<file path="config.mk">
export PLATFORM = sky130hd
export DESIGN_NAME = operator_precedence_evaluator_core
export DESIGN_NICKNAME = d
export VERILOG_FILES = /design/src/hw/rtl/oe_pkg.sv /design/src/hw/rtl/oe_stack_mem.sv /design/src/hw/rtl/oe_divider.sv /design/src/hw/rtl/operator_precedence_evaluator_core.sv
export SDC_FILE = /design/constraint.sdc
export NUM_CORES = 2
export LEC_CHECK = 0
export BUFFER_PORTS_ARGS = -buffer_cell sky130_fd_sc_hd__buf_4
export CAP_MARGIN = 20
export CELL_PAD_IN_SITES_DETAIL_PLACEMENT = 0
export CELL_PAD_IN_SITES_GLOBAL_PLACEMENT = 1
export CORE_UTILIZATION = 40
export DETAILED_ROUTE_END_ITERATION = 8
export GPL_TIMING_DRIVEN = 0
export PLACE_DENSITY_LB_ADDON = 0.25
export REMOVE_ABC_BUFFERS = 1
export SLEW_MARGIN = 20
export SYNTH_ARGS = -nofsm -noshare
export SYNTH_HDL_FRONTEND = slang
export SYNTH_SLANG_ARGS = --single-unit
</file>
<file path="constraint.sdc">
create_clock -name clk -period 25.3 [get_ports clk]
set_clock_uncertainty 0.15 [all_clocks]
set_input_delay 3.795 -clock clk [delete_from_list [all_inputs] [get_ports clk]]
set_output_delay 3.795 -clock clk [all_outputs]
set_load 0.05 [all_outputs]
</file>
<file path="src/hw/rtl/oe_pkg.sv">
// shared opcodes, status codes and precedence table for the expression evaluator
package oe_pkg;

  localparam logic [2:0] OPC_ADD  = 3'd0;
  localparam logic [2:0] OPC_SUB  = 3'd1;
  localparam logic [2:0] OPC_MUL  = 3'd2;
  localparam logic [2:0] OPC_DIV  = 3'd3;
  localparam logic [2:0] OPC_LPAR = 3'd4;
  localparam logic [2:0] OPC_RPAR = 3'd5;
  localparam logic [2:0] OPC_END  = 3'd6;
  localparam logic [2:0] OPC_NONE = 3'd7;

  localparam logic [1:0] REL_LT  = 2'd0;
  localparam logic [1:0] REL_GT  = 2'd1;
  localparam logic [1:0] REL_EQ  = 2'd2;
  localparam logic [1:0] REL_BAD = 2'd3;

  localparam logic [2:0] ST_OK       = 3'd0;
  localparam logic [2:0] ST_MISMATCH = 3'd1;
  localparam logic [2:0] ST_OPERAND  = 3'd2;
  localparam logic [2:0] ST_DIVZERO  = 3'd3;
  localparam logic [2:0] ST_OVERFLOW = 3'd4;

  localparam logic [7:0]  CH_SPACE   = 8'd32;
  localparam logic [7:0]  CH_NEWLINE = 8'd10;
  localparam logic [31:0] DIGIT_BASE = 32'd48;

  function automatic logic [2:0] op_code(input logic [7:0] ch);
    logic [2:0] c;
    unique case (ch)
      8'h2b:   c = OPC_ADD;
      8'h2d:   c = OPC_SUB;
      8'h2a:   c = OPC_MUL;
      8'h2f:   c = OPC_DIV;
      8'h28:   c = OPC_LPAR;
      8'h29:   c = OPC_RPAR;
      8'h23:   c = OPC_END;
      default: c = OPC_NONE;
    endcase
    return c;
  endfunction

  // relation of stack top to incoming operator
  function automatic logic [1:0] prec(input logic [2:0] top, input logic [2:0] code);
    logic [1:0] r;
    unique case (top)
      OPC_ADD, OPC_SUB:
        r = (code == OPC_MUL || code == OPC_DIV || code == OPC_LPAR) ? REL_LT : REL_GT;
      OPC_MUL, OPC_DIV:
        r = (code == OPC_LPAR) ? REL_LT : REL_GT;
      OPC_LPAR:
        r = (code == OPC_RPAR) ? REL_EQ : ((code == OPC_END) ? REL_BAD : REL_LT);
      OPC_RPAR:
        r = (code == OPC_LPAR) ? REL_BAD : REL_GT;
      OPC_END:
        r = (code == OPC_RPAR) ? REL_BAD : ((code == OPC_END) ? REL_EQ : REL_LT);
      default:
        r = REL_BAD;
    endcase
    return r;
  endfunction

endpackage

</file>
<file path="src/hw/rtl/oe_stack_mem.sv">
// single-port-write, registered-read stack memory
module oe_stack_mem #(
  parameter int WIDTH = 32,
  parameter int DEPTH = 32
) (
  input  logic                     clk,
  input  logic                     we,
  input  logic [$clog2(DEPTH)-1:0] waddr,
  input  logic [WIDTH-1:0]         wdata,
  input  logic [$clog2(DEPTH)-1:0] raddr,
  output logic [WIDTH-1:0]         rdata
);

  logic [WIDTH-1:0] mem [DEPTH];

  always_ff @(posedge clk) begin
    if (we) begin
      mem[waddr] <= wdata;
    end
    rdata <= mem[raddr];
  end

endmodule

</file>
<file path="src/hw/rtl/oe_divider.sv">
// iterative signed divider, truncating, one quotient bit per cycle
module oe_divider (
  input  logic        clk,
  input  logic        rst,
  input  logic        start,
  input  logic [31:0] dividend,
  input  logic [31:0] divisor,
  output logic        done,
  output logic [31:0] quotient
);

  logic        busy;
  logic [4:0]  cnt;
  logic        neg;
  logic [31:0] rem;
  logic [31:0] q;
  logic [31:0] mb;
  logic [32:0] rem_sh;
  logic        fits;

  assign rem_sh   = {rem, q[31]};
  assign fits     = rem_sh >= {1'b0, mb};
  assign quotient = neg ? 32'd0 - q : q;

  always_ff @(posedge clk) begin
    if (rst) begin
      busy <= 1'b0;
      done <= 1'b0;
      cnt  <= '0;
    end else begin
      done <= 1'b0;
      if (start) begin
        busy <= 1'b1;
        cnt  <= '0;
        neg  <= dividend[31] ^ divisor[31];
        rem  <= '0;
        q    <= dividend[31] ? 32'd0 - dividend : dividend;
        mb   <= divisor[31] ? 32'd0 - divisor : divisor;
      end else if (busy) begin
        rem <= fits ? 32'(rem_sh - {1'b0, mb}) : rem_sh[31:0];
        q   <= {q[30:0], fits};
        cnt <= cnt + 5'd1;
        if (cnt == 5'd31) begin
          busy <= 1'b0;
          done <= 1'b1;
        end
      end
    end
  end

endmodule

</file>
<file path="src/hw/rtl/operator_precedence_evaluator_core.sv">
// Infix expression evaluator, one character per word, result on '#'.
// Each character is taken in and decoded; each operator adds a precedence lookup
// plus, per reduction, an operand memory read, the compute and an operator memory
// read of the new top. A division reduction also waits on the bit-serial divider.
// Both stacks live in registered-read memories; stack tops are kept in registers.
module operator_precedence_evaluator_core #(
  parameter int STACK_DEPTH = 32
) (
  input  logic        clk,
  input  logic        rst,
  input  logic [7:0]  char_in,
  input  logic        in_valid,
  output logic        in_ready,
  output logic [31:0] value,
  output logic [2:0]  status,
  output logic        out_valid,
  input  logic        out_ready
);
  import oe_pkg::*;

  localparam int AW = $clog2(STACK_DEPTH);
  localparam int CW = $clog2(STACK_DEPTH + 1);

  localparam logic [2:0] S_IDLE   = 3'd0;
  localparam logic [2:0] S_DECODE = 3'd1;
  localparam logic [2:0] S_EVAL   = 3'd2;
  localparam logic [2:0] S_READA  = 3'd3;
  localparam logic [2:0] S_DIVW   = 3'd4;
  localparam logic [2:0] S_POPR   = 3'd5;

  logic [2:0]  state;
  logic [7:0]  ch;
  logic [2:0]  code;
  logic        discard;
  logic [CW-1:0] opc;
  logic [2:0]  optop;
  logic [CW-1:0] ndc;
  logic [31:0] ntop;
  logic        pop_to_eval;

  logic          op_we;
  logic [AW-1:0] op_waddr;
  logic [2:0]    op_rdata;
  logic          nd_we;
  logic [AW-1:0] nd_waddr;
  logic [31:0]   nd_wdata;
  logic [31:0]   nd_rdata;

  logic        div_start;
  logic        div_done;
  logic [31:0] div_q;

  logic        out_busy;
  logic [1:0]  rel;
  logic        at_end;
  logic [31:0] red_val;

  assign in_ready = (state == S_IDLE);
  assign out_busy = out_valid && !out_ready;
  assign code     = op_code(ch);
  assign at_end   = (code == OPC_END);
  assign rel      = prec(optop, code);

  always_comb begin
    unique case (optop)
      OPC_ADD: red_val = nd_rdata + ntop;
      OPC_SUB: red_val = nd_rdata - ntop;
      default: red_val = nd_rdata * ntop;
    endcase
  end

  assign div_start = (state == S_READA) && (optop == OPC_DIV);

  oe_stack_mem #(.WIDTH(3), .DEPTH(STACK_DEPTH)) u_op_mem (
    .clk   (clk),
    .we    (op_we),
    .waddr (op_waddr),
    .wdata (code),
    .raddr (AW'(opc - CW'(2))),
    .rdata (op_rdata)
  );

  oe_stack_mem #(.WIDTH(32), .DEPTH(STACK_DEPTH)) u_nd_mem (
    .clk   (clk),
    .we    (nd_we),
    .waddr (nd_waddr),
    .wdata (nd_wdata),
    .raddr (AW'(ndc - CW'(2))),
    .rdata (nd_rdata)
  );

  oe_divider u_div (
    .clk      (clk),
    .rst      (rst),
    .start    (div_start),
    .dividend (nd_rdata),
    .divisor  (ntop),
    .done     (div_done),
    .quotient (div_q)
  );

  always_comb begin
    op_we    = (state == S_EVAL) && !out_busy && (rel == REL_LT) &&
               (opc < CW'(STACK_DEPTH));
    op_waddr = opc[AW-1:0];
    nd_we    = 1'b0;
    nd_waddr = ndc[AW-1:0];
    nd_wdata = {24'd0, ch} - DIGIT_BASE;
    if (state == S_DECODE) begin
      nd_we = !out_busy && !discard && ch != CH_SPACE && ch != CH_NEWLINE &&
              code == OPC_NONE && ndc < CW'(STACK_DEPTH);
    end else if (state == S_READA && optop != OPC_DIV) begin
      nd_we    = 1'b1;
      nd_waddr = AW'(ndc - CW'(2));
      nd_wdata = red_val;
    end else if (state == S_DIVW && div_done) begin
      nd_we    = 1'b1;
      nd_waddr = AW'(ndc - CW'(2));
      nd_wdata = div_q;
    end
  end

  always_ff @(posedge clk) begin
    if (rst) begin
      state       <= S_IDLE;
      discard     <= 1'b0;
      opc         <= CW'(1);
      optop       <= OPC_END;
      ndc         <= '0;
      out_valid   <= 1'b0;
      pop_to_eval <= 1'b0;
    end else begin
      if (out_ready) begin
        out_valid <= 1'b0;
      end
      unique case (state)
        S_IDLE: begin
          if (in_valid) begin
            ch    <= char_in;
            state <= S_DECODE;
          end
        end
        S_DECODE: begin
          if (!out_busy) begin
            state <= S_IDLE;
            if (discard) begin
              if (at_end) begin
                discard <= 1'b0;
              end
            end else if (ch == CH_SPACE || ch == CH_NEWLINE) begin
              state <= S_IDLE;
            end else if (code == OPC_NONE) begin
              if (ndc >= CW'(STACK_DEPTH)) begin
                out_valid <= 1'b1;
                value     <= '0;
                status    <= ST_OVERFLOW;
                opc       <= CW'(1);
                optop     <= OPC_END;
                ndc       <= '0;
                discard   <= 1'b1;
              end else begin
                ntop <= nd_wdata;
                ndc  <= ndc + CW'(1);
              end
            end else begin
              state <= S_EVAL;
            end
          end
        end
        S_EVAL: begin
          if (!out_busy) begin
            state <= S_IDLE;
            value <= '0;
            priority if (rel == REL_LT) begin
              if (opc >= CW'(STACK_DEPTH)) begin
                out_valid <= 1'b1;
                status    <= ST_OVERFLOW;
                opc       <= CW'(1);
                optop     <= OPC_END;
                ndc       <= '0;
                discard   <= !at_end;
              end else begin
                opc   <= opc + CW'(1);
                optop <= code;
              end
            end else if (rel == REL_GT) begin
              if (ndc < CW'(2) || optop > OPC_DIV ||
                  (optop == OPC_DIV && ntop == 32'd0)) begin
                out_valid <= 1'b1;
                status    <= (ndc < CW'(2)) ? ST_OPERAND :
                             ((optop > OPC_DIV) ? ST_MISMATCH : ST_DIVZERO);
                opc       <= CW'(1);
                optop     <= OPC_END;
                ndc       <= '0;
                discard   <= !at_end;
              end else begin
                state <= S_READA;
              end
            end else if (rel == REL_EQ) begin
              if (at_end) begin
                out_valid <= 1'b1;
                opc       <= CW'(1);
                optop     <= OPC_END;
                ndc       <= '0;
                if (ndc == '0) begin
                  status <= ST_OPERAND;
                end else begin
                  status <= ST_OK;
                  value  <= ntop;
                end
              end else if (opc > CW'(1)) begin
                opc <= opc - CW'(1);
                if (opc == CW'(2)) begin
                  optop <= OPC_END;
                end else begin
                  pop_to_eval <= 1'b0;
                  state       <= S_POPR;
                end
              end
            end else begin
              out_valid <= 1'b1;
              status    <= ST_MISMATCH;
              opc       <= CW'(1);
              optop     <= OPC_END;
              ndc       <= '0;
              discard   <= !at_end;
            end
          end
        end
        S_READA, S_DIVW: begin
          if (state == S_READA && optop == OPC_DIV) begin
            state <= S_DIVW;
          end else if (state == S_READA || div_done) begin
            ntop <= nd_wdata;
            ndc  <= ndc - CW'(1);
            opc  <= opc - CW'(1);
            if (opc == CW'(2)) begin
              optop <= OPC_END;
              state <= S_EVAL;
            end else begin
              pop_to_eval <= 1'b1;
              state       <= S_POPR;
            end
          end
        end
        S_POPR: begin
          optop <= op_rdata;
          state <= pop_to_eval ? S_EVAL : S_IDLE;
        end
        default: state <= S_IDLE;
      endcase
    end
  end

`ifndef ASSERT_OFF
  // the end marker is never popped
  a_opc_nonzero: assert property (@(posedge clk) disable iff (rst) opc != '0)
    else $error("operator stack count reached zero");
  // an error word always carries a zero value
  a_err_zero: assert property (@(posedge clk) disable iff (rst)
    out_valid && status != ST_OK |-> value == 32'd0)
    else $error("error word with nonzero value");
  // divider only runs while a division reduction is pending
  a_div_state: assert property (@(posedge clk) disable iff (rst)
    div_done |-> state == S_DIVW)
    else $error("divider finished outside division wait");
  // counts stay within the stack depth
  a_ndc_range: assert property (@(posedge clk) disable iff (rst)
    ndc <= CW'(STACK_DEPTH) && opc <= CW'(STACK_DEPTH))
    else $error("stack count beyond depth");
`endif

endmodule
</file>
======== After elaboration in Yosys (flattened, before gate mapping) ========
Memory sizes are Yosys's and may differ from the RTL's. A register that Yosys moved wholly into a read port is not among the register bits.
Index checks and enable logic that the tools add are counted.
storage, ports and cells
  register bits after elaboration ......... 200
  RAM bits ................................ 1120
  input bits .............................. 12
  memories kept ........................... 2
cells by class
  add/subtract/negate cells ............... 14
  multipliers ............................. 1
  magnitude comparators ................... 8
  equal/unequal tests ..................... 56
  mux-type cells .......................... 174
  bitwise logic cells ..................... 3
  reduce and logical (&&, ||, !) cells .... 51
memory list
  memory        words  bits a word  rd ports  clocked after Yosys merged registers in  write ports  line                text
  u_nd_mem.mem  32     32           1         1                                        1            oe_stack_mem.sv:14  logic [WIDTH-1:0] mem [DEPTH];
  u_op_mem.mem  32     3            1         1                                        1            oe_stack_mem.sv:14
operators with widths
  kind                     number
  $mux W32                 27
  $pmux W32 S2             3
  $mux W6                  29
  $mux W3                  40
  $sub A1 B32 Y32 const A  3
  $eq A8 B6 Y1 const B     8
  $sub A32 B32 Y32         2
  $reduce_and A11 Y1       5
  $mux W1                  48
  $pmux W6 S3              2
  $ge A33 B32 Y1           1
  $add A32 B32 Y32         1
  $logic_not A32 Y1        1
  $mul A32 B32 Y32         1
  $mux W31                 1
  $eq A3 B3 Y1 const B     9
  $mux W2                  13
  $ne A2 B2 Y1 const B     13
  $pmux W3 S7              1
  $eq A3 B2 Y1 const B     6
  $mux W5                  3
  $pmux W3 S5              1
  $logic_and A1 B1 Y1      13
  $add A6 B1 Y6 const B    2
  other kinds (46)         74

======== Depth between registers and ports, before layout ========
  depth after elaboration ................. 13
  depth in mapped cells ................... 28
  gate-level depth less buffers ........... 25

======== Cells and area by module ========
Synthesis repeated with hierarchy kept, for this count alone.
second synthesis, totals
  cells, all modules ...................... 5974
  area, all modules ....................... 75877.8 um^2
by module, submodules not included
  module                              times used  cells each  area each (um^2)  sequential area each (um^2)
  oe_stack_mem (u_nd_mem)             1           2260        40492.6           31390.1
  operator_precedence_evaluator_core  1           2698        23715.2           2672.6
  oe_divider                          1           831         7753.7            3052.9
  oe_stack_mem (u_op_mem)             1           185         3916.3            2942.8

======== Worst setup path after synthesis ========
OpenSTA, ideal clock, no wires.
  kind .................................... reg-to-reg
  start point ............................. reg ntop[7]
  end point ............................... reg ntop[27] (data pin)
  library setup time ...................... 574 ps
  arrival time ............................ 8596 ps
  required time ........................... 24576 ps
  slack ................................... 15980 ps
  stages on the path, launching flop included .. 26
  period minus slack after synthesis ...... 9320 ps
  cell sequence ........................... edfxtp_1 -> clkbuf_1 -> clkbuf_1 -> clkbuf_1 -> and2_1 -> fa_1 -> fa_1 -> fa_1 -> inv_1 -> fa_1 -> inv_1 -> fa_1 -> fa_1 -> fa_1 -> fa_1 -> ha_1 -> clkbuf_1 -> a21o_1 -> a21o_1 -> a21oi_1 -> o21ai_0 -> a21oi_1 -> o21ai_0 -> a21oi_1 -> o21ai_0 -> o41ai_1
between the ends
  cells in the longest elaborated chain, start to end .. 10
  elaborated cells on any way between the ends .. 14
  those cells by class .................... add/sub (2); mul (1); mux (11)
ends and longest elaborated chain
  item                                      line                                       text
  from (decl)                               operator_precedence_evaluator_core.sv:38   logic [31:0] ntop;
  from (signal assigned)                    operator_precedence_evaluator_core.sv:162  ntop <= nd_wdata;
  from (signal assigned)                    operator_precedence_evaluator_core.sv:234  ntop <= nd_wdata;
  $mul A32 B32 Y32 (tied with other cells)  operator_precedence_evaluator_core.sv:68   default: red_val = nd_rdata * ntop;
  $pmux W32 S2 (*)                          operator_precedence_evaluator_core.sv:65   unique case (optop)
  $mux W32 (*)                              operator_precedence_evaluator_core.sv:112  end else if (state == S_READA && optop != OPC_DIV) begin
  $mux W32 (*)                              operator_precedence_evaluator_core.sv:109  if (state == S_DECODE) begin
  named net nd_wdata[27]                    operator_precedence_evaluator_core.sv:46   logic [31:0] nd_wdata;
  $mux W32                                  operator_precedence_evaluator_core.sv:153  if (ndc >= CW'(STACK_DEPTH)) begin
  $mux W32                                  operator_precedence_evaluator_core.sv:152  end else if (code == OPC_NONE) begin
  $mux W32                                  operator_precedence_evaluator_core.sv:150  end else if (ch == CH_SPACE || ch == CH_NEWLINE) begin
  $mux W32                                  operator_precedence_evaluator_core.sv:146  if (discard) begin
  $mux W32                                  operator_precedence_evaluator_core.sv:144  if (!out_busy) begin
  $pmux W32 S2 (*)                          operator_precedence_evaluator_core.sv:136  unique case (state)
The timed path passes the listed nets; every way through them passes the cells marked *. The select of a mux whose other input is x is not followed.
A chain may end at the register's enable or synchronous reset.

======== Final worst setup path ========
  start point ............................. reg ntop[6]
  end point ............................... mem u_nd_mem.mem[18][27] (data pin)
between the ends
  cells in the longest elaborated chain, start to end .. 4
  elaborated cells on any way between the ends .. 6
  those cells by class .................... add/sub (2); mul (1); mux (3)
ends and longest elaborated chain
  item                                      line
  $mul A32 B32 Y32 (tied with other cells)  operator_precedence_evaluator_core.sv:68
  $pmux W32 S2 (*)                          operator_precedence_evaluator_core.sv:65
  $mux W32 (*)                              operator_precedence_evaluator_core.sv:112
  $mux W32 (*)                              operator_precedence_evaluator_core.sv:109
  named net nd_wdata[27]                    operator_precedence_evaluator_core.sv:46
  to (decl)                                 oe_stack_mem.sv:14
The timed path passes the listed nets; every way through them passes the cells marked *.

==> results.toml <==
[grt]
grt.total_usage = 0.2240
gr-total-overflow = 0
grt_pass1_vias = 45460
antenna_found_initial = 6
grt_max_degree = 60
grt_pass1_wl_mm = 306.5

[layout]
design_area_um2 = 86490
finish.utilization = 0.4704
drive_above_1_share = 0.1810
final_cells = 7889
nets = 5929
area_growth_pct = 16.33

[clocking]
cts_tree = "yes"
clk_pin_slew_ps = 60
postCtsResizedCells = 0
post_cts_buffers = 0
cts_hold_buf = 0
htreeDepth = 4
cts_inserted_buffers = 144
clock_latency_ps = 800
clock-root-buffer = "clkbuf_16"
clock_sinks = 1355
cts_buffer_depth = 3

[synth]
ys_ff_latch = 1355
synthesis.area_um2 = 74350
synth_ff_type = "edfxtp_1"
yosysSeqAreaShare = 0.5388
ys_warn_count = 0
syn_inst = 5188
synth_edf_count = 1292
avgSynthCellArea_um2 = 14.33
ys_types = 78
synth-async-reset-ratio = 0

[placed_design]
dp_cells = 7614
placed_cell_area_um2 = 81640
hpwl_mm = 148.4
place_congestion = 0.8454
io_buffer_count = 48

[sta]
max_slew_margin = 0.1824
fin_tns_setup_ps = 0
hold_viol_final = 0
setup_viol = 0
timing.fmax_mhz = 111.1
final_max_slew_viol_count = 0
finalCriticalPeriod_ps = 9004
rsz0062_at_grt = "no"
min_period_over_period = 0.3559
tightest_slew_ps = 1211

[worst_setup_path]
path_class = "flip-flop to flip-flop"
r2r_slack_ps = 16300
critPathLaunch = "ntop[6]"
worstPathArrival_ps = 9490
startpoint_type = "flip-flop"
max_stage_delay_ps = 850
cp.required_ps = 25790
critPathSlowestCell = "edfxtp_1"
r2r_start = "ntop[6]"
worstPathMaxFanout = 16
crit_path_end_kind = "flip-flop"
cpMostUsedCell = "fa_1"

[floorplan]
die_h_um = 433.1
core_area_um2 = 183900
initial_core_util = 0.4044
rows = 157
die_w_um = 433.1
num_io_pins = 49
die_area_um2 = 187600

[route]
wl_met2_mm = 100.8
met1_length_mm = 88.82
via_per_inst = 5.569
firstDrtPassIters = 8
met3_length_mm = 10.65
wl_mm = 206.9
routed.top_layer = "met5"
vias = 43930
drc = 0
final_antenna_net_count = 0
drt_iter0_drc = 3790
routedWlPerCell_um = 26.23

[min_path]
holdCritPathClass = "flip-flop to flip-flop"
hold_start = "pop_to_eval"

[job]
maxCapViolCount = 0

[status]
status = "finished clean"
==> worst paths after layout <==
kind | to | cells past startpoint
worst max-delay path | u_nd_mem.mem[18][27] | 27
worst min-delay path | pop_to_eval | 2
worst max register to register | u_nd_mem.mem[18][27] | 27
worst min register to register | pop_to_eval | 2
==> worst max-delay path: cells and delay by family (launching register included) <==
kind,cells,cell delay [ps]
and+or+nand+nor,2,240
adders and majority gates,9,4310
AOI/OAI and AO/OA,8,2120
DFF,1,850
buffers and inverters,8,1150
==> final cells by class <==
| class | instances | area (um2) |
|---|---|---|
| fillers | 15900 | 97370 |
| flip-flops and latches | 1355 | 40110 |
| multi-input cells | 3094 | 32270 |
| clock inverters | 68 | 940.9 |
| diodes | 5 | 12.51 |
| well taps | 2464 | 3083 |
| repair buffers | 259 | 4537 |
| clock buffers | 200 | 3875 |
| inverters | 444 | 1667 |
==> logic make-up (layout without fill, tap and decap cells) <==
group / count (synthesis) / after routing / share of synthesized area
flops: 1355 / 1355 / 0.5388
simple gates: 1252 / 1252 / 0.08419
buf+inv: 739 / 971 / 0.03748
fa+ha+maj: 619 / 619 / 0.1456
compound gates: 554 / 554 / 0.04867
mux: 418 / 418 / 0.1158
xor+xnor: 251 / 251 / 0.02957
other cells: 0 / 5 / 0
==> synth_stat cells (6+ instances only) <==
library cell  count  area, um2
nand2_1         413       1550
or4_1             8      60.06
nand3_1          37      185.2
a21oi_1         130      650.6
mux2_2           37      416.7
and3_1           19      118.9
dfxtp_1          63       1261
nand4_1          18      112.6
o41ai_1          12      105.1
nor2_1          213      799.5
nor2b_1          19      118.9
nor3b_1           9      67.56
a221oi_1         14      122.6
o31ai_1          42      315.3
xor2_1          114      998.5
edfxtp_1       1292      38800
o211ai_1          6      45.04
a21o_1           37      277.8
a31oi_1          16      100.1
fa_1            410       8208
nor4_1           12      75.07
o211a_1           7      70.07
clkbuf_1        259      972.2
o21ai_0         143      715.7
nor3_1           53      265.3
and2_1          345       2158
nand2b_1         28      175.2
inv_1           444       1667
o21bai_1          7      52.55
o22ai_1           8      50.05
nand3b_1          7      52.55
ha_1            209       2615
buf_1            31      116.4
mux2i_1          31      310.3
a211oi_1         30      225.2
or3_1            33      206.5
o21a_1           26      195.2
o221ai_1          6      52.55
mux4_2          350       7883
or2_2            12      75.07
xnor2_1         137       1200
==> metrics by stage <==
stage               setup slack [ps]  hold slack, ps
floorplan                      10760           336.4
global placement                1097           356.0
detailed placement             16380           364.2
CTS                            16340           370.8
global route                   16030           383.2
finish                         16300           371.4
==> sequential cells by signal, indices dropped and copies added (netlist names) <==
| name | count |
|---|---|
| ch | 8 |
| discard | 1 |
| ndc | 6 |
| ntop | 32 |
| opc | 6 |
| optop | 3 |
| out_valid | 1 |
| pop_to_eval | 1 |
| state | 3 |
| status | 3 |
| u_div.busy | 1 |
| u_div.cnt | 5 |
| u_div.done | 1 |
| u_div.mb | 32 |
| u_div.neg | 1 |
| u_div.q | 32 |
| u_div.rem | 32 |
| u_nd_mem.mem | 1024 |
| u_nd_mem.rdata | 32 |
| u_op_mem.mem | 96 |
| u_op_mem.rdata | 3 |
| value | 32 |
==> metal layers <==
metal,vias to the layer above,global-route usage
met3,328,0.03152
met5,-,0
met1,23200,0.3056
met2,1337,0.3695
met4,2,0.07235
li1,19060,-
==> cells in the final DEF, fill, tap and decap left out, drive strengths merged, types with 137 or more instances in the layout <==
cell / netlist / final
clkbuf: 259 / 201
fa: 410 / 410
o21ai: 145 / 145
xnor2: 137 / 137
and2: 345 / 345
inv: 444 / 453
edfxtp: 1292 / 1292
nand2: 413 / 413
buf: 36 / 258
nor2: 213 / 213
ha: 209 / 209
mux4: 350 / 350
Power is left out: the tool's default activity adds up to more than one toggle a clock period on the data nets, which glitch-free logic cannot reach.
